File: config.mk
export PLATFORM = sky130hd
export DESIGN_NAME = scan_code_key_fifo
export DESIGN_NICKNAME = d
export VERILOG_FILES = /design/src/hw/rtl/sckf_pkg.sv /design/src/hw/rtl/sckf_fifo.sv /design/src/hw/rtl/sckf_front.sv /design/src/hw/rtl/sckf_back.sv /design/src/hw/rtl/scan_code_key_fifo.sv
export VERILOG_INCLUDE_DIRS = /design/src /design/src/hw/rtl
export SDC_FILE = /design/constraint.sdc
export NUM_CORES = 2
export LEC_CHECK = 0
export BUFFER_PORTS_ARGS = -buffer_cell sky130_fd_sc_hd__buf_2
export CAP_MARGIN = 0
export CORE_UTILIZATION = 55
export DETAILED_ROUTE_END_ITERATION = 10
export PLACE_DENSITY = 0.71
export RECOVER_POWER = 25
export SYNTH_ARGS = -nofsm -noshare
export SYNTH_HDL_FRONTEND = slang
export SYNTH_HIERARCHICAL = 1
export SYNTH_SLANG_ARGS = --single-unit
File: constraint.sdc
create_clock -name clock -period 3.6 [get_ports clock]
set_clock_uncertainty 0.05 [all_clocks]
set_input_delay 0.18 -clock clock [delete_from_list [all_inputs] [get_ports clock]]
set_output_delay 0.18 -clock clock [all_outputs]
set_load 0.05 [all_outputs]
File: src/hw/rtl/assert_macros.svh
// Assertion macros for the RTL that carries checks (included by the top level).
`ifndef ASSERT_MACROS_SVH
`define ASSERT_MACROS_SVH

// Same-cycle implication, disabled during reset.
`define SCKF_ASSERT_IMP(label, clk, rst, ante, cons) \
   label: assert property (@(posedge clk) disable iff (rst) (ante) |-> (cons)) \
      else $error("same-cycle check failed");

// Next-cycle implication, disabled during reset.
`define SCKF_ASSERT_NEXT(label, clk, rst, ante, cons) \
   label: assert property (@(posedge clk) disable iff (rst) (ante) |=> (cons)) \
      else $error("next-cycle check failed");

`endif

File: src/hw/rtl/sckf_pkg.sv
// Types, codes and the scan code to ASCII table for the scan code key FIFO.
`timescale 1ns / 1ps

package sckf_pkg;

   localparam int COUNT_WIDTH     = 7;
   localparam int CMD_QUEUE_DEPTH = 2;
   localparam int RSP_QUEUE_DEPTH = 4;

   localparam logic [7:0] ESC_CODE    = 8'h01;
   localparam logic [7:0] F1_CODE     = 8'h3B;
   localparam logic [7:0] F2_CODE     = 8'h3C;
   localparam logic [7:0] F3_CODE     = 8'h3D;
   localparam logic [7:0] BREAK_FLOOR = 8'd128;

   localparam logic [2:0] ACT_NONE        = 3'd0;
   localparam logic [2:0] ACT_KILL        = 3'd1;
   localparam logic [2:0] ACT_PAUSE_MAIN  = 3'd2;
   localparam logic [2:0] ACT_PAUSE_LEFT  = 3'd3;
   localparam logic [2:0] ACT_PAUSE_RIGHT = 3'd4;
   localparam logic [2:0] ACT_STORED      = 3'd5;

   localparam logic MODE_SCAN = 1'b0;
   localparam logic MODE_READ = 1'b1;

   typedef struct packed {
      logic                   mode;
      logic [7:0]             scan_code;
      logic [COUNT_WIDTH-1:0] read_limit;
   } req_type;

   typedef struct packed {
      logic [2:0]             action;
      logic [7:0]             character;
      logic                   char_valid;
      logic                   last;
      logic [COUNT_WIDTH-1:0] chars_returned;
   } rsp_type;

   typedef enum logic [1:0] {
      KIND_ACTION,
      KIND_STORE,
      KIND_READ
   } cmd_kind_type;

   typedef struct packed {
      cmd_kind_type           kind;
      logic [2:0]             action;
      logic [7:0]             character;
      logic [COUNT_WIDTH-1:0] limit;
   } cmd_type;

   // Set 1 make code to ASCII; zero means unmapped. Codes past the table are unmapped.
   function automatic logic [7:0] ascii_of_code(input logic [6:0] code);
      logic [7:0] ch;
      unique case (code)
         7'd1:    ch = 8'h1B;
         7'd2:    ch = 8'h31;
         7'd3:    ch = 8'h32;
         7'd4:    ch = 8'h33;
         7'd5:    ch = 8'h34;
         7'd6:    ch = 8'h35;
         7'd7:    ch = 8'h36;
         7'd8:    ch = 8'h37;
         7'd9:    ch = 8'h38;
         7'd10:   ch = 8'h39;
         7'd11:   ch = 8'h30;
         7'd12:   ch = 8'h2D;
         7'd13:   ch = 8'h3D;
         7'd14:   ch = 8'h08;
         7'd15:   ch = 8'h09;
         7'd16:   ch = 8'h71;
         7'd17:   ch = 8'h77;
         7'd18:   ch = 8'h65;
         7'd19:   ch = 8'h72;
         7'd20:   ch = 8'h74;
         7'd21:   ch = 8'h79;
         7'd22:   ch = 8'h75;
         7'd23:   ch = 8'h69;
         7'd24:   ch = 8'h6F;
         7'd25:   ch = 8'h70;
         7'd26:   ch = 8'h5B;
         7'd27:   ch = 8'h5D;
         7'd28:   ch = 8'h0A;
         7'd30:   ch = 8'h61;
         7'd31:   ch = 8'h73;
         7'd32:   ch = 8'h64;
         7'd33:   ch = 8'h66;
         7'd34:   ch = 8'h67;
         7'd35:   ch = 8'h68;
         7'd36:   ch = 8'h6A;
         7'd37:   ch = 8'h6B;
         7'd38:   ch = 8'h6C;
         7'd39:   ch = 8'h3B;
         7'd40:   ch = 8'h27;
         7'd41:   ch = 8'h7C;
         7'd43:   ch = 8'h7C;
         7'd44:   ch = 8'h7A;
         7'd45:   ch = 8'h78;
         7'd46:   ch = 8'h63;
         7'd47:   ch = 8'h76;
         7'd48:   ch = 8'h62;
         7'd49:   ch = 8'h6E;
         7'd50:   ch = 8'h6D;
         7'd51:   ch = 8'h2C;
         7'd52:   ch = 8'h2E;
         7'd53:   ch = 8'h2F;
         7'd55:   ch = 8'h2A;
         7'd57:   ch = 8'h20;
         7'd59:   ch = 8'h11;
         7'd60:   ch = 8'h12;
         7'd61:   ch = 8'h13;
         7'd74:   ch = 8'h2D;
         7'd78:   ch = 8'h2B;
         default: ch = 8'h00;
      endcase
      return ch;
   endfunction

endpackage

File: src/hw/rtl/sckf_fifo.sv
// Small register FIFO used for the command queue and the response queue.
`timescale 1ns / 1ps

module sckf_fifo #(
   parameter int WIDTH = 8,
   parameter int DEPTH = 2
) (
   input  logic                       clock,
   input  logic                       reset,
   input  logic                       push,
   input  logic [WIDTH-1:0]           din,
   input  logic                       pop,
   output logic [WIDTH-1:0]           dout,
   output logic                       empty,
   output logic                       full,
   output logic [$clog2(DEPTH+1)-1:0] level
);

   localparam int PTR_W = (DEPTH > 1) ? $clog2(DEPTH) : 1;
   localparam int LVL_W = $clog2(DEPTH + 1);

   logic [WIDTH-1:0] slot_ff [DEPTH];
   logic [PTR_W-1:0] wr_ptr_ff, wr_ptr_in;
   logic [PTR_W-1:0] rd_ptr_ff, rd_ptr_in;
   logic [LVL_W-1:0] level_ff, level_in;
   logic             do_push, do_pop;

   assign empty   = (level_ff == '0);
   assign full    = (level_ff == LVL_W'(DEPTH));
   assign level   = level_ff;
   assign dout    = slot_ff[rd_ptr_ff];
   assign do_push = push && !full;
   assign do_pop  = pop && !empty;

   always_comb begin
      wr_ptr_in = wr_ptr_ff;
      rd_ptr_in = rd_ptr_ff;
      level_in  = level_ff;
      if (do_push) begin
         wr_ptr_in = (wr_ptr_ff == PTR_W'(DEPTH - 1)) ? '0 : wr_ptr_ff + 1'b1;
      end
      if (do_pop) begin
         rd_ptr_in = (rd_ptr_ff == PTR_W'(DEPTH - 1)) ? '0 : rd_ptr_ff + 1'b1;
      end
      if (do_push && !do_pop) begin
         level_in = level_ff + 1'b1;
      end else if (do_pop && !do_push) begin
         level_in = level_ff - 1'b1;
      end
   end

   always_ff @(posedge clock) begin
      if (reset) begin
         wr_ptr_ff <= '0;
         rd_ptr_ff <= '0;
         level_ff  <= '0;
      end else begin
         wr_ptr_ff <= wr_ptr_in;
         rd_ptr_ff <= rd_ptr_in;
         level_ff  <= level_in;
      end
   end

   always_ff @(posedge clock) begin
      if (do_push) begin
         slot_ff[wr_ptr_ff] <= din;
      end
   end

endmodule

File: src/hw/rtl/sckf_front.sv
// Front end: classifies a request into an action, store or read command.
`timescale 1ns / 1ps

module sckf_front #(
   parameter int MAX_READ = 64
) (
   input  sckf_pkg::req_type req,
   output sckf_pkg::cmd_type cmd
);

   logic [7:0] mapped;

   assign mapped = sckf_pkg::ascii_of_code(req.scan_code[6:0]);

   always_comb begin
      cmd           = '0;
      cmd.kind      = sckf_pkg::KIND_ACTION;
      cmd.action    = sckf_pkg::ACT_NONE;
      if (req.mode == sckf_pkg::MODE_READ) begin
         cmd.kind  = sckf_pkg::KIND_READ;
         cmd.limit = (req.read_limit > sckf_pkg::COUNT_WIDTH'(MAX_READ)) ?
                     sckf_pkg::COUNT_WIDTH'(MAX_READ) : req.read_limit;
      end else if (req.scan_code == sckf_pkg::ESC_CODE) begin
         cmd.action = sckf_pkg::ACT_KILL;
      end else if (req.scan_code == sckf_pkg::F1_CODE) begin
         cmd.action = sckf_pkg::ACT_PAUSE_MAIN;
      end else if (req.scan_code == sckf_pkg::F2_CODE) begin
         cmd.action = sckf_pkg::ACT_PAUSE_LEFT;
      end else if (req.scan_code == sckf_pkg::F3_CODE) begin
         cmd.action = sckf_pkg::ACT_PAUSE_RIGHT;
      end else if (req.scan_code < sckf_pkg::BREAK_FLOOR && mapped != 8'h00) begin
         // ring fullness is checked by the back end
         cmd.kind      = sckf_pkg::KIND_STORE;
         cmd.character = mapped;
      end
   end

endmodule

File: src/hw/rtl/sckf_back.sv
// Back end: character ring, store and pop sequencing, response staging.
`timescale 1ns / 1ps

module sckf_back #(
   parameter int RING_DEPTH = 256
) (
   input  logic                                         clock,
   input  logic                                         reset,
   input  logic                                         cmd_empty,
   input  sckf_pkg::cmd_type                            cmd,
   output logic                                         cmd_pop,
   input  logic [$clog2(sckf_pkg::RSP_QUEUE_DEPTH+1)-1:0] rsp_level,
   output logic                                         rsp_push,
   output sckf_pkg::rsp_type                            rsp
);

   localparam int PTR_W = $clog2(RING_DEPTH);
   localparam int CNT_W = $clog2(RING_DEPTH + 1);
   localparam int LVL_W = $clog2(sckf_pkg::RSP_QUEUE_DEPTH + 1);
   localparam int CW    = sckf_pkg::COUNT_WIDTH;

   logic [7:0]       ring_mem [RING_DEPTH];
   logic [7:0]       mem_rdata_ff;
   logic [PTR_W-1:0] wr_ptr_ff, wr_ptr_in;
   logic [PTR_W-1:0] rd_ptr_ff, rd_ptr_in;
   logic [CNT_W-1:0] fill_ff, fill_in;
   logic [CW-1:0]    taken_ff, taken_in;
   logic             s1_valid_ff, s1_valid_in;
   logic             s1_mem_ff, s1_mem_in;
   sckf_pkg::rsp_type s1_rsp_ff, s1_rsp_in;
   logic             mem_we, mem_re;
   logic             room, go, ring_full, pop_last;

   // credit: queued responses plus the one in the staging register
   assign room      = (LVL_W'(rsp_level) + LVL_W'(s1_valid_ff)) <
                      LVL_W'(sckf_pkg::RSP_QUEUE_DEPTH);
   assign go        = !cmd_empty && room;
   assign ring_full = (fill_ff == CNT_W'(RING_DEPTH));
   assign pop_last  = ((taken_ff + 1'b1) == cmd.limit) || (fill_ff == CNT_W'(1));

   always_comb begin
      wr_ptr_in   = wr_ptr_ff;
      rd_ptr_in   = rd_ptr_ff;
      fill_in     = fill_ff;
      taken_in    = taken_ff;
      s1_valid_in = 1'b0;
      s1_mem_in   = 1'b0;
      s1_rsp_in   = '0;
      s1_rsp_in.last = 1'b1;
      cmd_pop     = 1'b0;
      mem_we      = 1'b0;
      mem_re      = 1'b0;
      if (go) begin
         s1_valid_in = 1'b1;
         case (cmd.kind)
            sckf_pkg::KIND_ACTION: begin
               s1_rsp_in.action = cmd.action;
               cmd_pop          = 1'b1;
            end
            sckf_pkg::KIND_STORE: begin
               cmd_pop = 1'b1;
               if (ring_full) begin
                  s1_rsp_in.action = sckf_pkg::ACT_NONE;
               end else begin
                  s1_rsp_in.action = sckf_pkg::ACT_STORED;
                  mem_we    = 1'b1;
                  wr_ptr_in = (wr_ptr_ff == PTR_W'(RING_DEPTH - 1)) ? '0 : wr_ptr_ff + 1'b1;
                  fill_in   = fill_ff + 1'b1;
               end
            end
            sckf_pkg::KIND_READ: begin
               if (taken_ff < cmd.limit && fill_ff != '0) begin
                  mem_re                   = 1'b1;
                  s1_mem_in                = 1'b1;
                  s1_rsp_in.char_valid     = 1'b1;
                  s1_rsp_in.last           = pop_last;
                  s1_rsp_in.chars_returned = pop_last ? taken_ff + 1'b1 : '0;
                  rd_ptr_in = (rd_ptr_ff == PTR_W'(RING_DEPTH - 1)) ? '0 : rd_ptr_ff + 1'b1;
                  fill_in   = fill_ff - 1'b1;
                  if (pop_last) begin
                     cmd_pop  = 1'b1;
                     taken_in = '0;
                  end else begin
                     taken_in = taken_ff + 1'b1;
                  end
               end else begin
                  // nothing to pop: single empty response
                  cmd_pop  = 1'b1;
                  taken_in = '0;
               end
            end
            default: begin
               cmd_pop     = 1'b1;
               s1_valid_in = 1'b0;
            end
         endcase
      end
   end

   always_ff @(posedge clock) begin
      if (reset) begin
         wr_ptr_ff   <= '0;
         rd_ptr_ff   <= '0;
         fill_ff     <= '0;
         taken_ff    <= '0;
         s1_valid_ff <= 1'b0;
      end else begin
         wr_ptr_ff   <= wr_ptr_in;
         rd_ptr_ff   <= rd_ptr_in;
         fill_ff     <= fill_in;
         taken_ff    <= taken_in;
         s1_valid_ff <= s1_valid_in;
      end
   end

   always_ff @(posedge clock) begin
      s1_mem_ff <= s1_mem_in;
      s1_rsp_ff <= s1_rsp_in;
   end

   always_ff @(posedge clock) begin
      if (mem_we) begin
         ring_mem[wr_ptr_ff] <= cmd.character;
      end
      if (mem_re) begin
         mem_rdata_ff <= ring_mem[rd_ptr_ff];
      end
   end

   always_comb begin
      rsp = s1_rsp_ff;
      if (s1_mem_ff) begin
         rsp.character = mem_rdata_ff;
      end
   end

   assign rsp_push = s1_valid_ff;

endmodule

File: src/hw/rtl/scan_code_key_fifo.sv
// Top level of the scan code key FIFO: front end, command queue, back end, response queue.
//
// Requests are either set 1 keyboard scan codes or software read requests. The front end
// classifies each request as it is pushed (Escape and F1 to F3 give an action, break codes
// and unmapped codes give action none, other codes become a store) and places it in a
// two-entry command queue, so req_full only rises when that queue is full. The back end
// owns the character ring (RING_DEPTH entries of memory, written at one address and read at
// one address per cycle, read data registered) and runs one command at a time. An action or
// store command gives one response. A read gives one response per popped character, at
// most MAX_READ of them, and one empty response when nothing is popped; the last response
// carries the count. Responses pass through a staging register into a four-entry response
// queue, and the back end only issues while it holds a free queue credit, so a stalled
// consumer holds the back end, and the two-entry command queue then fills until req_full
// rises. The ring needs no clearing pass after reset: a fill count tells empty and full
// slots apart, so the block takes requests from the first cycle after reset.
`timescale 1ns / 1ps
`include "assert_macros.svh"

module scan_code_key_fifo #(
   parameter int RING_DEPTH = 256,
   parameter int MAX_READ   = 64
) (
   input  logic              clock,
   input  logic              reset,
   input  logic              req_push,
   output logic              req_full,
   input  sckf_pkg::req_type req_data,
   output logic              rsp_empty,
   input  logic              rsp_pop,
   output sckf_pkg::rsp_type rsp_data
);

   localparam int CMD_W = $bits(sckf_pkg::cmd_type);
   localparam int RSP_W = $bits(sckf_pkg::rsp_type);
   localparam int CLV_W = $clog2(sckf_pkg::CMD_QUEUE_DEPTH + 1);
   localparam int RLV_W = $clog2(sckf_pkg::RSP_QUEUE_DEPTH + 1);

   sckf_pkg::cmd_type front_cmd;
   sckf_pkg::cmd_type head_cmd;
   sckf_pkg::rsp_type back_rsp;
   logic [CMD_W-1:0]  cmd_dout;
   logic [RSP_W-1:0]  rsp_dout;
   logic              cmd_empty, cmd_full, cmd_pop;
   logic [CLV_W-1:0]  cmd_level;
   logic              rsp_push, rsp_full;
   logic [RLV_W-1:0]  rsp_level;
   logic              req_take;

   assign req_full = cmd_full;
   assign req_take = req_push && !cmd_full;

   sckf_front #(
      .MAX_READ (MAX_READ)
   ) u_front (
      .req (req_data),
      .cmd (front_cmd)
   );

   // command queue between classification and execution
   sckf_fifo #(
      .WIDTH (CMD_W),
      .DEPTH (sckf_pkg::CMD_QUEUE_DEPTH)
   ) u_cmd_queue (
      .clock (clock),
      .reset (reset),
      .push  (req_take),
      .din   (front_cmd),
      .pop   (cmd_pop),
      .dout  (cmd_dout),
      .empty (cmd_empty),
      .full  (cmd_full),
      .level (cmd_level)
   );

   assign head_cmd = cmd_dout;

   sckf_back #(
      .RING_DEPTH (RING_DEPTH)
   ) u_back (
      .clock     (clock),
      .reset     (reset),
      .cmd_empty (cmd_empty),
      .cmd       (head_cmd),
      .cmd_pop   (cmd_pop),
      .rsp_level (rsp_level),
      .rsp_push  (rsp_push),
      .rsp       (back_rsp)
   );

   // response queue; the back end never pushes into a full queue
   sckf_fifo #(
      .WIDTH (RSP_W),
      .DEPTH (sckf_pkg::RSP_QUEUE_DEPTH)
   ) u_rsp_queue (
      .clock (clock),
      .reset (reset),
      .push  (rsp_push),
      .din   (back_rsp),
      .pop   (rsp_pop),
      .dout  (rsp_dout),
      .empty (rsp_empty),
      .full  (rsp_full),
      .level (rsp_level)
   );

   assign rsp_data = rsp_dout;

   // credit scheme must keep the response queue from overflowing
   `SCKF_ASSERT_IMP(a_rsp_no_overflow, clock, reset, rsp_push, !rsp_full)
   // back end only retires a command that is there
   `SCKF_ASSERT_IMP(a_cmd_pop_valid, clock, reset, cmd_pop, !cmd_empty)
   // a taken request shows up in the command queue
   `SCKF_ASSERT_NEXT(a_req_queued, clock, reset, req_take, cmd_level != '0)
   // last popped character always reports a nonzero count
   `SCKF_ASSERT_IMP(a_last_count, clock, reset,
      !rsp_empty && rsp_data.last && rsp_data.char_valid, rsp_data.chars_returned != '0)

endmodule

==> results.yml <==
synthesis:
  synth.cells.most_frequent: "2176 x edfxtp_1, 457 x mux4_2, 343 x nor2_1, 179 x mux2i_1, 108 x a21oi_1"
  postSynth.asyncResetShare: 0
  syn_avg_cell_area_um2: 19.9
  synth-edff-count: 2176
  post_synth_num_cell_types: 105
  synth-seq-area-share: 0.748
  synth.cell_area_mm2: 0.0889
  synth.most_common_cell: "edfxtp_1"
  synth_top_area_frac: 0.735
  synth_nets: 4530
  synth.area.top_cells: "edfxtp_1 73%, mux4_2 12%, mux2i_1 2.0%, nor2_1 1.4%, dfxtp_1 1.4%"
  ys_ff_latch: 2236
  synthFlopType: "edfxtp_1"
  postSynthCellCount: 4474
  yosys_warnings: 6
  synth.largest_area_cell: "edfxtp_1"
detailed_routing:
  via_count: 47900
  ant_nets: 0
  first_pass_iters: 5
  first_iter_violations: 7057
  drc: 0
  wl_per_cell_um: 31.5
  wl_um: 231000
  vias_per_cell: 6.53
clock_network:
  cts_tree: "yes"
  root_buffer: "clkbuf_16"
  cts_buffer_depth: 3
  cts_buffers: 214
  clk_pin_slew_ns: 0.06
  insertion_delay_ns: 0.83
  cts.sinks: 2236
  h-tree-depth: 4
timing:
  post-route-period-util: 0.997
  rsz0062_at_grt: "false"
  tns_ns: 0
  timing.final.ws_setup_ns: 0.0124
  setup_viol: 0
  slew_headroom: -0.486
  worst_slew_pin_slew_ns: 2.23
  holdWs_ns: 0.105
  max_freq_ghz: 0.279
  finalHoldViolCount: 0
  final_max_slew_viol_count: 508
  min_period_ns: 3.59
pwr:
  total_power_mw: 62.5
  switching_power_mw: 15.6
  comb_power_share: 0.135
  power.leakage_nw: 32.0
  pwr-share-clk: 0.356
  p_per_area_mw_per_mm2: 615
  vdd_drop_max_v: 0.000682
  p_sw_frac: 0.250
  internal_power_mw: 46.9
  seqPwrFrac: 0.509
cells_and_area:
  fin_cells: 7332
  finalCoreUtilization: 0.632
  finish.instance_area_mm2: 0.102
  area_delta_synth_final_pct: 14.2
  nets: 5043
  drive_gt1_frac: 0.268
place:
  dp_cells: 6913
  place.gp.congestion: 0.922
  dp_hpwl_um: 144000
  dpl_cell_area_mm2: 0.0945
  portBuffers: 41
  preCtsSetupSlack_ns: 0.0570
job:
  drv_cap: 3
floorplan:
  coreArea_mm2: 0.161
  ioPinCount: 42
  row_count: 147
  die_area_mm2: 0.163
  die_x_um: 404
  die_h_um: 404
  initial_core_util: 0.554
worst_setup_path:
  crit_end: "u_back/mem_rdata_ff[6]"
  crit_required_ns: 4.12
  worstPathArrival_ns: 4.11
  rr_endpoint: "u_back/mem_rdata_ff[6]"
  endpoint_kind: "flip-flop"
  ff2ff_path_depth: 9
  crit_type: "reg -> reg"
  cp_slowest_cell: "dfxtp_4"
  startpoint: "u_back/rd_ptr_ff[0]"
  critPathMaxFanout: 11
  worst_setup_path_start_kind: "flip-flop"
  worstReg2RegStart: "u_back/rd_ptr_ff[0]"
  path_cells: "buf_12 > buf_4 > mux4_2 > a221oi_1 > o22ai_1 > buf_4 > nor3_1 > nor3_1 > a211o_1"
  reg2reg_slack_ns: 0.01
  critPathMaxStageDelay_ns: 0.61
grt:
  grt_pass1_vias: 46400
  grt_max_degree: 141
  antenna_found_initial: 5
  grt_usage: 0.284
  grt_overflow: 0
  grt_pass1_wl_um: 330000
min_path:
  worstHoldPathType: "in -> reg"
  min_from: "req_data[7]"
run_status:
  violations: "max-capacitance violations, max-slew violations"
  outcome: "finished, violations left"
-- metal layers --
| layer | GRT usage | part of all wire |
|---|---|---|
| met5 | 0 | 0.00012 |
| met4 | 0.102 | 0.041 |
| met3 | 0.0642 | 0.11 |
| met1 | 0.400 | 0.38 |
| met2 | 0.439 | 0.47 |
-- layout by cell type, fill, tap and decap left out, types with 18 or more instances in the layout --
cell | synthesis | routed
a221oi_1 | 49 | 49
a211oi_1 | 20 | 20
a22oi_1 | 75 | 75
clkinv_1 | 1 | 43
buf_12 | 11 | 43
nand2b_1 | 18 | 18
o221ai_1 | 23 | 23
nand2_1 | 100 | 100
clkbuf_1 | 84 | 58
bufinv_16 | 0 | 21
nor2b_1 | 32 | 29
o22ai_1 | 25 | 25
clkbuf_16 | 0 | 220
o21ai_1 | 21 | 20
dfxtp_1 | 60 | 54
mux2_2 | 26 | 19
nand3_1 | 51 | 51
o21ai_0 | 44 | 45
inv_1 | 30 | 29
buf_2 | 82 | 37
ha_1 | 35 | 35
nor2_1 | 343 | 342
clkinv_2 | 0 | 44
a31oi_1 | 25 | 25
mux2i_1 | 179 | 178
nor3_1 | 31 | 31
a22o_1 | 23 | 23
a21oi_1 | 108 | 108
edfxtp_1 | 2176 | 2176
dlygate4sd3_1 | 0 | 18
buf_4 | 31 | 459
mux4_2 | 457 | 457
-- flip-flops by register name, indices dropped and copies added (netlist names), named ones only --
name and flops:
u_back/rd_ptr_ff 8, u_cmd_queue/slot_ff 40, u_back/wr_ptr_ff 8, u_cmd_queue/rd_ptr_ff 1, u_back/taken_ff 7, u_back/ring_mem 2048
u_back/rsp 12, u_back/mem_rdata_ff 8, u_rsp_queue/level 3, u_back/rsp_push 1, u_back/fill_ff 9, u_rsp_queue/wr_ptr_ff 2
u_rsp_queue/rd_ptr_ff 2, u_back/s1_mem_ff 1, u_cmd_queue/level 2, u_rsp_queue/slot_ff 80, u_cmd_queue/wr_ptr_ff 1
-- kinds of logic (layout without fill, tap and decap cells) --
family                     count (synthesis)  count (layout)  synth area share
adders and majority gates                 37              37           0.00526
and+or+nand+nor                          679             679            0.0351
other                                      1               4         0.0000422
buffers and inverters                    303             998            0.0222
xor gates and xnor gates                  30              30           0.00357
DFF                                     2236            2236             0.748
muxes                                    679             679             0.144
AOI/OAI and AO/OA                        509             509            0.0412
-- how the worst min path moves through the flow --
stage                                      end  slack, ns  cells past startpoint
global route        u_cmd_queue/slot_ff[0][17]       0.11                      4
finish              u_cmd_queue/slot_ff[1][17]       0.10                      4
global placement    u_cmd_queue/slot_ff[0][19]       0.39                      1
CTS                 u_cmd_queue/slot_ff[1][16]       0.03                      3
detailed placement  u_cmd_queue/slot_ff[0][19]       0.40                      1
floorplan                 u_cmd_queue/level[1]       0.20                      1
-- power by group through the flow --
stage	Sequential (mW)	Clock [mW]	Combinational, mW
global placement	32.3	0	8.22
global route	31.8	23.5	8.91
floorplan	32.5	0	5.35
CTS	31.8	22.5	8.50
detailed placement	32.3	0	8.47
finish	31.8	22.2	8.42
-- final cells by class --
class / instances / area (µm²)
flip-flops and latches: 2236 / 66600
fillers: 10800 / 59000
multi-input cells: 1935 / 20500
clock buffers: 276 / 5750
repair buffers: 566 / 4710
well taps: 2160 / 2700
clock inverters: 122 / 1190
inverters: 34 / 130
diodes: 3 / 7.51
-- repair_timing --
item	CTS	global route
hold buffers	18	0
setup endpoints to repair	0	2
gates resized for setup	0	2
setup buffers	0	0
hold endpoints to repair	64	0
-- critical path: cells and delay by family (launching register included) --
family	cells	cell delay, ns
buffers and inverters	3	0.72
AND/OR/NAND/NOR	2	0.42
flip-flops	1	0.61
AO/OA/AOI/OAI	3	0.98
multiplexers	1	0.52
Note: power is estimated with default switching activity, not from simulation.
